<file path="config.mk">
export PLATFORM = sky130hd
export DESIGN_NAME = greedy_voxel_face_mesher
export DESIGN_NICKNAME = d
export VERILOG_FILES = /design/src/design/gvfm_pkg.sv /design/src/design/gvfm_ctrl.sv /design/src/design/gvfm_dp.sv /design/src/design/greedy_voxel_face_mesher.sv
export SDC_FILE = /design/constraint.sdc
export NUM_CORES = 2
export LEC_CHECK = 0
export BUFFER_PORTS_ARGS = -buffer_cell sky130_fd_sc_hd__buf_2
export CAP_MARGIN = 20
export CORE_UTILIZATION = 47
export CTS_CLUSTER_SIZE = 10
export DETAILED_ROUTE_END_ITERATION = 10
export PLACE_DENSITY = 0.66
export SKIP_LAST_GASP = 1
export SLEW_MARGIN = 20
export SYNTH_ARGS = -nofsm -noshare
export SYNTH_HDL_FRONTEND = slang
export SYNTH_HIERARCHICAL = 1
export SYNTH_SLANG_ARGS = --single-unit
export TNS_END_PERCENT = 50
</file>
<file path="constraint.sdc">
create_clock -name clk_i -period 9.5 [get_ports clk_i]
set_clock_uncertainty 0.2 [all_clocks]
set_input_delay 1.9 -clock clk_i [delete_from_list [all_inputs] [get_ports clk_i]]
set_output_delay 1.9 -clock clk_i [all_outputs]
set_load 0.05 [all_outputs]
</file>
<file path="src/design/gvfm_pkg.sv">
// Shared types, constants and helpers for the greedy voxel face mesher.
// No dependencies.
`default_nettype none
package gvfm_pkg;
  localparam int MaxEdge  = 8;
  localparam int Cells    = MaxEdge * MaxEdge;
  localparam int IdxW     = $clog2(Cells);
  localparam int CoordW   = $clog2(MaxEdge);
  localparam int KeyW     = 50;
  localparam int CfgIdxW  = 1;
  localparam int CfgDataW = 4;

  typedef enum logic [CfgIdxW-1:0] {
    CfgMerge,
    CfgSize
  } cfg_idx_e;

  typedef struct packed {
    logic        renderable;
    logic        neighbor_occluding;
    logic [7:0]  material_id;
    logic [31:0] face_color;
    logic        transparent;
    logic [11:0] ao_occlusion;
    logic [2:0]  face;
    logic [2:0]  slice;
    logic        last_cell;
  } cell_t;

  typedef struct packed {
    logic [2:0]  quad_u;
    logic [2:0]  quad_v;
    logic [3:0]  quad_width;
    logic [3:0]  quad_height;
    logic [2:0]  out_face;
    logic [2:0]  out_slice;
    logic [7:0]  out_material;
    logic [31:0] out_color;
    logic        out_transparent;
    logic [7:0]  ao_levels;
    logic        flip_diagonal;
    logic        last_quad;
  } quad_t;

  typedef enum logic [3:0] {
    StIdle, StAnchor, StFind, StRight, StRightChk, StDown, StDownChk, StMark, StEmit,
    StFlush
  } state_e;

  // controller -> datapath
  typedef struct packed {
    logic load;        // store the accepted cell
    logic scan_init;   // scan position to (0,0)
    logic scan_next;   // advance scan position
    logic start_rect;  // latch anchor key, w=h=1
    logic rd_anchor;   // read cell at scan position
    logic rd_right;    // read cell right of the rectangle
    logic rd_down;     // read cell in the row under the rectangle
    logic grow_w;
    logic col_next;    // next column of the row under test
    logic grow_h;
    logic mark_init;
    logic mark_next;
    logic emit;        // rectangle done, hand it to the output buffer
    logic flush;       // scan done, release the held quad as last
  } ctl_t;

  // datapath -> controller
  typedef struct packed {
    logic anchor_live;
    logic scan_last;
    logic can_right;   // u+w < n
    logic can_down;    // v+h < n
    logic probe_match;
    logic col_last;
    logic mark_last;
    logic merge_en;
  } sts_t;

  function automatic logic [1:0] ao_level(input logic [2:0] b);
    if (b[0] && b[1]) return 2'd0;
    return 2'(2'd3 - 2'(b[0]) - 2'(b[1]) - 2'(b[2]));
  endfunction
endpackage
`default_nettype wire

</file>
<file path="src/design/gvfm_ctrl.sv">
// Sequencer for load and greedy merge scan.
// Depends on gvfm_pkg.
`default_nettype none
module gvfm_ctrl import gvfm_pkg::*; (
  input  wire logic clk_i,
  input  wire logic rst_ni,
  input  wire logic start_i,
  input  wire logic last_i,
  input  sts_t      sts_i,
  output ctl_t      ctl_o,
  output logic      busy_o
);
  state_e state_q, state_d;

  always_ff @(posedge clk_i or negedge rst_ni) begin
    if (!rst_ni) state_q <= StIdle;
    else         state_q <= state_d;
  end

  always_comb begin
    state_d = state_q;
    ctl_o   = '0;
    busy_o  = (state_q != StIdle);
    unique case (state_q)
      StIdle: begin
        if (start_i) begin
          ctl_o.load = 1'b1;
          if (last_i) begin
            ctl_o.scan_init = 1'b1;
            state_d = StAnchor;
          end
        end
      end
      StAnchor: begin
        ctl_o.rd_anchor = 1'b1;
        state_d = StFind;
      end
      // anchor read data valid here
      StFind: begin
        if (sts_i.anchor_live) begin
          ctl_o.start_rect = 1'b1;
          if (sts_i.merge_en) begin
            state_d = StRight;
          end else begin
            ctl_o.mark_init = 1'b1;
            state_d = StMark;
          end
        end else if (sts_i.scan_last) begin
          state_d = StFlush;
        end else begin
          ctl_o.scan_next = 1'b1;
          state_d = StAnchor;
        end
      end
      StRight: begin
        if (sts_i.can_right) begin
          ctl_o.rd_right = 1'b1;
          state_d = StRightChk;
        end else begin
          state_d = StDown;
        end
      end
      StRightChk: begin
        if (sts_i.probe_match) begin
          ctl_o.grow_w = 1'b1;
          state_d = StRight;
        end else begin
          state_d = StDown;
        end
      end
      StDown: begin
        if (sts_i.can_down) begin
          ctl_o.rd_down = 1'b1;
          state_d = StDownChk;
        end else begin
          ctl_o.mark_init = 1'b1;
          state_d = StMark;
        end
      end
      StDownChk: begin
        if (!sts_i.probe_match) begin
          ctl_o.mark_init = 1'b1;
          state_d = StMark;
        end else if (sts_i.col_last) begin
          ctl_o.grow_h = 1'b1;
          state_d = StDown;
        end else begin
          ctl_o.col_next = 1'b1;
          state_d = StDown;
        end
      end
      StMark: begin
        ctl_o.mark_next = 1'b1;
        if (sts_i.mark_last) state_d = StEmit;
      end
      StEmit: begin
        ctl_o.emit = 1'b1;
        if (sts_i.scan_last) begin
          state_d = StFlush;
        end else begin
          ctl_o.scan_next = 1'b1;
          state_d = StAnchor;
        end
      end
      StFlush: begin
        ctl_o.flush = 1'b1;
        state_d = StIdle;
      end
      default: state_d = StIdle;
    endcase
  end
endmodule
`default_nettype wire

</file>
<file path="src/design/gvfm_dp.sv">
// Datapath: key memory, consumed bits, scan/rectangle counters, quad build.
// Depends on gvfm_pkg.
`default_nettype none
module gvfm_dp import gvfm_pkg::*; (
  input  wire logic                clk_i,
  input  wire logic                rst_ni,
  input  cell_t                    cell_i,
  input  ctl_t                     ctl_i,
  input  wire logic                cfg_we_i,
  input  cfg_idx_e                 cfg_idx_i,
  input  wire logic [CfgDataW-1:0] cfg_data_i,
  output sts_t                     sts_o,
  output quad_t                    quad_o,
  output logic                     quad_vld_o
);
  logic [KeyW-1:0]  mem_q [Cells];
  logic [KeyW-1:0]  rd_q;
  logic [KeyW-1:0]  k0_q;
  logic [Cells-1:0] cons_q;
  logic             cons_rd_q;
  logic             merge_q;
  logic [3:0]       size_q;
  logic [IdxW-1:0]  cnt_q;
  logic [5:0]       latch_q;
  logic [CoordW:0]  u_q, v_q, w_q, h_q, a_q, mb_q, ma_q;
  quad_t            hold_q;
  logic             have_q;
  quad_t            quad_q;
  logic             qv_q;

  logic [CoordW:0] n;
  logic [IdxW:0]   cells, idx_inc;
  logic [IdxW-1:0] idx, rd_addr, mk_addr;
  logic            rd_en;
  logic [7:0]      lv;
  logic [KeyW-1:0] key;
  quad_t           quad_new;

  // row-major cell address, row*n + col
  function automatic logic [IdxW-1:0] cell_addr(input logic [CoordW:0] col,
                                                input logic [CoordW:0] row,
                                                input logic [CoordW:0] size_n);
    logic [2*CoordW+1:0] p;
    p = {{(CoordW+1){1'b0}}, row} * {{(CoordW+1){1'b0}}, size_n} +
        {{(CoordW+1){1'b0}}, col};
    return p[IdxW-1:0];
  endfunction

  always_comb begin
    if (size_q == 4'd0)                n = 4'd1;
    else if (size_q > 4'(MaxEdge))     n = 4'(MaxEdge);
    else                               n = size_q;
    cells   = {{(IdxW-CoordW){1'b0}}, n} * {{(IdxW-CoordW){1'b0}}, n};
    idx     = ({1'b0, cnt_q} >= cells) ? '0 : cnt_q;
    idx_inc = {1'b0, idx} + 1'b1;
    for (int k = 0; k < 4; k++) lv[2*k +: 2] = ao_level(cell_i.ao_occlusion[3*k +: 3]);
    key = '0;
    if (cell_i.renderable && !cell_i.neighbor_occluding)
      key = {lv, cell_i.transparent, cell_i.face_color, cell_i.material_id, 1'b1};
    // single read port: anchor, right probe or probe in the row below
    rd_en = ctl_i.rd_anchor || ctl_i.rd_right || ctl_i.rd_down;
    if (ctl_i.rd_right)     rd_addr = cell_addr(u_q + w_q, v_q, n);
    else if (ctl_i.rd_down) rd_addr = cell_addr(u_q + a_q, v_q + h_q, n);
    else                    rd_addr = cell_addr(u_q, v_q, n);
    mk_addr = cell_addr(u_q + ma_q, v_q + mb_q, n);
  end

  always_comb begin
    quad_new.quad_u          = u_q[CoordW-1:0];
    quad_new.quad_v          = v_q[CoordW-1:0];
    quad_new.quad_width      = w_q;
    quad_new.quad_height     = h_q;
    quad_new.out_face        = latch_q[2:0];
    quad_new.out_slice       = latch_q[5:3];
    quad_new.out_material    = k0_q[8:1];
    quad_new.out_color       = k0_q[40:9];
    quad_new.out_transparent = k0_q[41];
    quad_new.ao_levels       = k0_q[49:42];
    quad_new.flip_diagonal   = ({1'b0, k0_q[43:42]} + {1'b0, k0_q[47:46]}) >
                               ({1'b0, k0_q[45:44]} + {1'b0, k0_q[49:48]});
    quad_new.last_quad       = 1'b0;
  end

  always_ff @(posedge clk_i) begin
    if (ctl_i.load) mem_q[idx] <= key;
    if (rd_en) rd_q <= mem_q[rd_addr];
    if (ctl_i.start_rect) k0_q <= rd_q;
  end

  always_ff @(posedge clk_i or negedge rst_ni) begin
    if (!rst_ni) begin
      cons_q <= '0; cons_rd_q <= 1'b0; merge_q <= 1'b1; size_q <= 4'd8;
      cnt_q <= '0; latch_q <= '0; u_q <= '0; v_q <= '0; w_q <= '0; h_q <= '0;
      a_q <= '0; mb_q <= '0; ma_q <= '0; have_q <= 1'b0; qv_q <= 1'b0;
      hold_q <= '0; quad_q <= '0;
    end else begin
      qv_q <= 1'b0;
      if (cfg_we_i) begin
        unique case (cfg_idx_i)
          CfgMerge: merge_q <= cfg_data_i[0];
          CfgSize:  size_q  <= cfg_data_i;
        endcase
      end
      if (rd_en) cons_rd_q <= cons_q[rd_addr];
      if (ctl_i.load) begin
        cons_q[idx] <= 1'b0;
        if (idx == '0) latch_q <= {cell_i.slice, cell_i.face};
        cnt_q <= (cell_i.last_cell || idx_inc >= cells) ? '0 : idx_inc[IdxW-1:0];
      end
      if (ctl_i.scan_init) begin
        u_q <= '0; v_q <= '0;
      end
      if (ctl_i.scan_next) begin
        if (u_q + 1'b1 >= n) begin u_q <= '0; v_q <= v_q + 1'b1; end
        else u_q <= u_q + 1'b1;
      end
      if (ctl_i.start_rect) begin
        w_q <= 4'd1; h_q <= 4'd1; a_q <= '0;
      end
      if (ctl_i.grow_w) w_q <= w_q + 1'b1;
      if (ctl_i.col_next) a_q <= a_q + 1'b1;
      if (ctl_i.grow_h) begin h_q <= h_q + 1'b1; a_q <= '0; end
      if (ctl_i.mark_init) begin mb_q <= '0; ma_q <= '0; end
      if (ctl_i.mark_next) begin
        cons_q[mk_addr] <= 1'b1;
        if (ma_q + 1'b1 >= w_q) begin ma_q <= '0; mb_q <= mb_q + 1'b1; end
        else ma_q <= ma_q + 1'b1;
      end
      // one quad is held back so the final one can carry last_quad
      if (ctl_i.emit) begin
        hold_q <= quad_new;
        have_q <= 1'b1;
        if (have_q) begin
          quad_q <= hold_q;
          qv_q   <= 1'b1;
        end
      end
      if (ctl_i.flush && have_q) begin
        quad_q           <= hold_q;
        quad_q.last_quad <= 1'b1;
        qv_q             <= 1'b1;
        have_q           <= 1'b0;
      end
    end
  end

  always_comb begin
    sts_o.anchor_live = rd_q[0] && !cons_rd_q;
    sts_o.scan_last   = (u_q + 1'b1 >= n) && (v_q + 1'b1 >= n);
    sts_o.can_right   = (u_q + w_q < n);
    sts_o.can_down    = (v_q + h_q < n);
    sts_o.probe_match = rd_q[0] && !cons_rd_q && (rd_q == k0_q);
    sts_o.col_last    = (a_q + 1'b1 >= w_q);
    sts_o.mark_last   = (mb_q + 1'b1 >= h_q) && (ma_q + 1'b1 >= w_q);
    sts_o.merge_en    = merge_q;
  end

  assign quad_o = quad_q;
  assign quad_vld_o = qv_q;
endmodule
`default_nettype wire

</file>
<file path="src/design/greedy_voxel_face_mesher.sv">
// Top level of the greedy voxel face mesher: controller plus datapath.
// Depends on gvfm_pkg, gvfm_ctrl, gvfm_dp.
//
// channel  | handshake                  | payload
// cell in  | start_i / busy_o           | cell_i (cell_t)
// quad out | quad_valid_o strobe        | quad_o (quad_t)
// config   | cfg_valid_i / cfg_ready_o  | cfg_index_i, cfg_data_i
//
// A cell without last_cell leaves busy_o low, so such beats can follow back to
// back. The last cell starts a scan of the n x n key memory through one
// registered read port: each scan position and each probe to the right or in
// the row below is read, then tested; an edge stops growth without a read;
// each cell of a rectangle is marked, then it is emitted; a flush ends the scan.
// A quad beat shows in the cycle after the next rectangle is emitted, the final
// one in the cycle after the flush; the receiver cannot stall. Config is taken
// only while idle. Reset clears control state and restores merge on, size eight.
`default_nettype none
module greedy_voxel_face_mesher import gvfm_pkg::*; (
  input  wire logic                clk_i,
  input  wire logic                rst_ni,
  input  wire logic                start_i,
  output logic                     busy_o,
  input  cell_t                    cell_i,
  output quad_t                    quad_o,
  output logic                     quad_valid_o,
  input  wire logic                cfg_valid_i,
  output logic                     cfg_ready_o,
  input  cfg_idx_e                 cfg_index_i,
  input  wire logic [CfgDataW-1:0] cfg_data_i
);
  ctl_t ctl;
  sts_t sts;

  // no register change while a slice is being merged
  assign cfg_ready_o = !busy_o;

  gvfm_ctrl u_ctrl (
    .clk_i, .rst_ni, .start_i, .last_i(cell_i.last_cell),
    .sts_i(sts), .ctl_o(ctl), .busy_o
  );

  gvfm_dp u_dp (
    .clk_i, .rst_ni, .cell_i, .ctl_i(ctl),
    .cfg_we_i(cfg_valid_i && cfg_ready_o),
    .cfg_idx_i(cfg_index_i), .cfg_data_i,
    .sts_o(sts), .quad_o, .quad_vld_o(quad_valid_o)
  );
endmodule
`default_nettype wire
</file>
* Yosys cells after proc, flatten, opt, wreduce, memory -nomap -nowiden *
Memory sizes are Yosys's and may differ from the RTL's. A register that Yosys moved wholly into a read port is not among the register bits.
Cells that the tools add are included.

word-level totals
  flip-flop bits (word level) = 307
  memory bits (writable) = 3200
  bits of input ports = 71
  logic and storage cells = 237
  memories kept = 1

cells by class
  add/sub/neg operators = 31
  $mul = 4
  order comparisons = 16
  equal/unequal tests = 13
  mux-type cells = 93
  bitwise logic cells = 4
  reduce and logical (&&, ||, !) cells = 35

memory list
  memory      words  bits a word  rd ports  clocked after memory_dff  write ports  line           source
  u_dp.mem_q  64     50           1         1                         1            gvfm_dp.sv:16  logic [KeyW-1:0] mem_q [Cells];

operators with widths
  cell                                                         number
  two-way mux 71 bit                                           3
  two-way mux 64 bit                                           2
  two-way mux 4 bit                                            25
  AND 64 bit                                                   1
  inverter 64 bit                                              1
  OR 64 bit                                                    1
  == test 50 bit                                               1
  two-way mux 50 bit                                           1
  two-way mux 1 bit                                            37
  one-hot mux 4 bit (9 select lines)                           1
  adder 4 x 1 -> 4 bit (second input constant)                 7
  two-way mux 2 bit                                            13
  adder 6 x 4 -> 6 bit                                         4
  two-way mux 6 bit                                            4
  less-than comparator 6 x 7 -> 1 bit (second input constant)  3
  adder 4 bit                                                  5
  >= comparator 4 bit                                          5
  multiplier 4 x 4 -> 6 bit                                    3
  == test 4 x 3 -> 1 bit (second input constant)               4
  subtractor 2 x 1 -> 2 bit                                    8
  logical AND 1 bit                                            13
  demux 1 bit (select 6 bit)                                   2
  >= comparator 6 x 1 -> 1 bit (second input constant)         2
  nonzero test 2 bit                                           6
  26 further kinds                                             44

* Depth between registers and ports, before layout *
  word-level depth = 15
  depth in mapped cells = 26
  depth with buffers taken out = 23

* Hierarchy *
The synthesis kept the hierarchy.

by module, submodules not included
  module                    instances  cells an instance  area each (um2)  sequential area each (um2)
  gvfm_dp                   1          11170              144797.6         105428.6
  gvfm_ctrl                 1          62                 469.2            100.1
  greedy_voxel_face_mesher  1          2                  10.0             0.0

* Worst setup path after synthesis *
Ideal clock, no wire load.

  path type = register to register
  start = register u_dp.size_q[3]
  end = register u_dp.cons_q[1]
  setup time = 0.382 ns
  arrival time = 8.139 ns
  data required time = 8.918 ns
  setup slack = 0.779 ns
  stages on the path, launching flop included = 15
  path through = dfstp_2 -> clkinv_1 -> nand2_1 -> inv_1 -> clkbuf_1 -> and2_1 -> fa_1 -> inv_1 -> ha_1 -> a21oi_2 -> o2111ai_1 -> and4_4 -> buf_6 -> nor4_1 -> o22ai_1

on the way
  cells in the longest elaborated chain, start to end = 15

ends and longest elaborated chain
  what                                                                                                       line            source
  from (decl)                                                                                                gvfm_dp.sv:22   logic [3:0] size_q;
  from (signal assigned)                                                                                     gvfm_dp.sv:101  CfgSize: size_q <= cfg_data_i;
  > comparator 4 bit                                                                                         gvfm_dp.sv:51   else if (size_q > 4'(MaxEdge)) n = 4'(MaxEdge);
  two-way mux 4 bit                                                                                          gvfm_dp.sv:51
  two-way mux 4 bit (*)                                                                                      gvfm_dp.sv:50   if (size_q == 4'd0) n = 4'd1;
  multiplier 4 x 4 -> 7 bit                                                                                  gvfm_dp.sv:53   cells = {{(IdxW-CoordW){1'b0}}, n} * {{(IdxW-CoordW){1'b0}}, n};
  >= comparator 6 x 7 -> 1 bit                                                                               gvfm_dp.sv:54   idx = ({1'b0, cnt_q} >= cells) ? '0 : cnt_q;
  two-way mux 6 bit                                                                                          gvfm_dp.sv:54
  less-than comparator 6 x 7 -> 1 bit (implied by the code) or >= comparator 6 x 1 -> 1 bit (tied branches)  gvfm_dp.sv:106  cons_q[idx] <= 1'b0;
  logical AND 1 bit (implied by the code)                                                                    gvfm_dp.sv:106
  two-way mux 1 bit (implied by the code)                                                                    gvfm_dp.sv:106
  demux 1 bit (select 6 bit)                                                                                 --
  inverter 64 bit (no source line)                                                                           --
  AND 64 bit (no source line)                                                                                --
  two-way mux 64 bit                                                                                         gvfm_dp.sv:105  if (ctl_i.load) begin
  OR 64 bit (no source line)                                                                                 --
  two-way mux 64 bit (*)                                                                                     gvfm_dp.sv:124  if (ctl_i.mark_next) begin
  to (signal assigned)                                                                                       gvfm_dp.sv:92   cons_q <= '0; cons_rd_q <= 1'b0; merge_q <= 1'b1; size_q <= 4'd8;
  to (signal, indexed assignment)                                                                            gvfm_dp.sv:106
  to (signal, indexed assignment)                                                                            gvfm_dp.sv:125  cons_q[mk_addr] <= 1'b1;
  to (decl)                                                                                                  gvfm_dp.sv:19   logic [Cells-1:0] cons_q;

Every way passes the cells marked *; elsewhere a longest branch is shown, timed or not.
A chain may end at the register's enable or synchronous reset.

* Worst setup path after layout *
  start = register u_dp.size_q[3]
  end = register u_dp.rd_q[1] (read register of u_dp.mem_q) (data pin)

on the way
  cells in the longest elaborated chain, start to end = 8

ends and longest elaborated chain
  what                                                               line           source
  > comparator 4 bit                                                 gvfm_dp.sv:51
  two-way mux 4 bit                                                  gvfm_dp.sv:51
  two-way mux 4 bit (*)                                              gvfm_dp.sv:50
  branches (longest 5 deep; another with multiplier 4 x 4 -> 6 bit)  --
  to (decl)                                                          gvfm_dp.sv:17  logic [KeyW-1:0] rd_q;

Every way passes the cells marked *.

==> flow_summary_export.csv <==
group,metric,value,unit
run_status,status,"completed",
timing,tns,0,ns
timing,fin_ws,1.472,ns
synth,syn_area,145300,um2
clocking,cts_root_buf,"clkbuf_16",
clocking,clk_latency,0.95,ns
clocking,clock_sinks,3557,
synth,async_flop_share,7.225,%
placed_design,placed_area,150700,um2
synth,yosysUniqueCellTypes,80,
route,ant_nets,0,
synth,synth_top_cell_area_share,68.21,%
cells_and_area,regArea,105500,um2
timing,worstMarginPinSlew,1.298,ns
grt,grt_pass1_vias,90466,
route,drc,0,
clocking,clock_path_buffers,4,
route,dr.pass1.iters,6,
worst_setup_path,r2r-end,"u_dp/rd_q[1]$_DFFE_PP_",
grt,grt_use_met2,42.04,%
synth,yosysMostFrequentCell,"edfxtp_1",
grt,grt-busiest-layer,"met2",
route,drt-total-wl,418.8,mm
synth,synth_top_area_cell,"edfxtp_1",
timing,drv_slew,0,
clocking,cts_resized,0,
clocking,cts_max_level,5,
synth,synthFlopType,"edfxtp_1",
worst_setup_path,endpoint_kind,"flop",
cells_and_area,area_growth,11.32,%
cells_and_area,nets,11441,
synth,synth_area_leaders,"edfxtp_1, nand2_1, nand3_1, dfrtp_1, a311oi_1",
grt,grt-ovfl-total,0,
worst_setup_path,worstPathArrival,8.38,ns
grt,grt_pass1_wl,607.9,mm
timing,finalSetupViolations,0,
worst_setup_path,critPathKind,"reg -> reg",
grt,grt_max_degree,183,
synth,yosysSeqAreaShare,72.64,%
worst_setup_path,r2r-start,"u_dp/size_q[3]$_DFFE_PN1P_",
clocking,post_cts_buffers,0,
job,maxCapViolations,0,
clocking,clkTransAtPathRegs,0.05,ns
timing,rsz0062_at_grt,"no",
worst_setup_path,rr_worst_depth,19,
cells_and_area,final_area,161700,um2
route,via_per_inst,6.157,
min_path,hold_start,"u_dp/rd_q[10]$_DFFE_PP_",
worst_setup_path,start_kind,"flop",
grt,antenna_found_initial,30,
route,routedWlPerCell,27.15,um
floorplan,die_w,558.0,um
placed_design,routabilityCongestion,0.8275,
worst_setup_path,required,9.85,ns
floorplan,num_rows,203,
worst_setup_path,crit_fanout,132,
timing,timing.final.hold_violations,0,
placed_design,place_ws,1.569,ns
synth,synth-edff-count,3300,
min_path,holdPathStages,0,
synth,yosysWarnings,6,
floorplan,dieArea,311300,um2
timing,fmax,124.6,MHz
timing,slew_headroom,12.97,%
min_path,hold_path.class,"reg -> reg",
synth,ys_ff_latch,3557,
floorplan,core-area,306600,um2
clocking,ctsHoldBuffers,0,
timing,post-route-period-util,84.50,%
clocking,cts_made_buffers,402,
cells_and_area,fillers,24752,
floorplan,pin_count,145,
synth,synth_commonest_cells,"edfxtp_1, nand2_1, nand3_1",
floorplan,start_util,47.39,%
grt,grt_usage,26.49,%
placed_design,place_inst,14924,
worst_setup_path,rrSetupSlack,1.47,ns
cells_and_area,multi_input_area,36710,um2
synth,syn_inst,11234,
floorplan,die_h,558.0,um
route,drt_iter0_markers,12301,
placed_design,portBuffers,144,
cells_and_area,stdcell_count,15428,
clocking,tritoncts,"yes",
min_path,min_delay_worst_endpoint,"u_dp/k0_q[10]$_DFFE_PP_",
placed_design,hpwl,214.6,mm
grt,met3_usage,5.884,%
route,dr_total_vias,94987,
timing,fin_crit,8.028,ns
cells_and_area,drive_gt1_share,9.973,%
synth,avgSynthCellArea,12.93,um2
grt,met1_usage,35.92,%
## routing by layer
layer / part of all wire (%) / up-vias / routed length [um]
li1: - / 40987 / -
met1: 39 / 47736 / 161900
met2: 46 / 5314 / 193600
met3: 11 / 926 / 47830
met4: 3.7 / 24 / 15300
met5: 0.035 / - / 146
## worst max-delay path by stage
stage | from | to | cells past startpoint
CTS | u_dp/size_q[3]$_DFFE_PN1P_ | u_dp/rd_q[10]$_DFFE_PP_ | 17
global route | u_dp/size_q[3]$_DFFE_PN1P_ | u_dp/rd_q[1]$_DFFE_PP_ | 19
finish | u_dp/size_q[3]$_DFFE_PN1P_ | u_dp/rd_q[1]$_DFFE_PP_ | 19
global placement | u_dp/size_q[3]$_DFFE_PN1P_ | u_dp/rd_q[15]$_DFFE_PP_ | 19
detailed placement | u_dp/size_q[3]$_DFFE_PN1P_ | u_dp/rd_q[10]$_DFFE_PP_ | 17
floorplan | u_dp/size_q[3]$_DFFE_PN1P_ | u_dp/cons_q[1]$_DFF_PN0_ | 14
## worst max-delay path: stages, from the launching register on
cell and delay (ns):
dfstp_2 0.61, clkinv_1 0.35, nand2_1 0.47, inv_1 0.26
and2_1 0.25, fa_1 0.54, inv_1 0.05, fa_1 0.48
fa_1 0.50, inv_1 0.06, ha_1 0.29, o21a_1 0.12
or3_1 0.30, a32oi_1 0.34, nand2_4 0.50, buf_12 0.50
nor3_1 0.32, a31oi_1 0.08, a211oi_1 0.98, a21oi_1 0.24
## cell usage in the layout (no fill, tap or decap), types with 25 or more instances in the layout
master | netlist | final
a21oi_1 | 132 | 132
nor2_4 | 0 | 61
buf_2 | 378 | 144
xor2_1 | 43 | 43
buf_4 | 19 | 150
and2_4 | 0 | 37
nand2_1 | 3253 | 3252
a211oi_1 | 51 | 37
nand3_1 | 1436 | 1436
fa_1 | 30 | 30
xnor2_1 | 55 | 55
ha_1 | 110 | 110
inv_1 | 95 | 93
a311oi_1 | 502 | 502
dfrtp_1 | 255 | 255
clkbuf_16 | 0 | 412
and3_1 | 305 | 305
a31oi_1 | 105 | 105
nor2_1 | 113 | 52
mux2_2 | 155 | 154
o21ai_0 | 123 | 123
nor3_1 | 116 | 107
edfxtp_1 | 3300 | 3300
a21o_1 | 25 | 25
clkbuf_1 | 342 | 62
buf_12 | 0 | 59
## state kept, by name, summed over array words and instances (netlist names), 6 cells and up
name and flops:
u_dp/k0_q 50, u_dp/quad_o 71, u_dp/cnt_q 6, u_dp/rd_q 50
u_dp/hold_q 70, u_dp/cons_q 64, u_dp/latch_q 6, u_dp/mem_q 3200
## area by class of cell
| cell class | instances | share of cell area [%] |
|---|---|---|
| Sequential cell | 3557 | 65.26 |
| Multi-Input combinational cell | 6816 | 22.70 |
| Clock buffer | 478 | 6.553 |
| Tap cell | 4100 | 3.172 |
| Timing Repair Buffer | 356 | 1.908 |
| Inverter | 97 | 0.2259 |
| Clock inverter | 17 | 0.1733 |
| Antenna cell | 7 | 0.01083 |
## cell families after synthesis
| group | share of synthesized area, % |
|---|---|
| and+or+nand+nor | 16.08 |
| DFF | 72.64 |
| AOI/OAI and AO/OA | 5.182 |
| buffers and inverters | 2.628 |
| muxes | 1.498 |
| adders and majority gates | 1.361 |
| xor gates and xnor gates | 0.6063 |
| other | 0.002581 |
## metrics by stage
| step | hold slack, ns | utilization [%] |
|---|---|---|
| after CTS | 0.2778 | 52.70 |
| after global routing | 0.2871 | 52.74 |
| after floorplan | 0.2264 | - |
| after detailed placement | 0.2656 | 49.15 |
| after global placement | 0.2618 | 49.13 |
| final | 0.2774 | 52.75 |
Power is not shown: default switching activity piles up to over one toggle a cycle in this logic, so the estimate is an artifact.
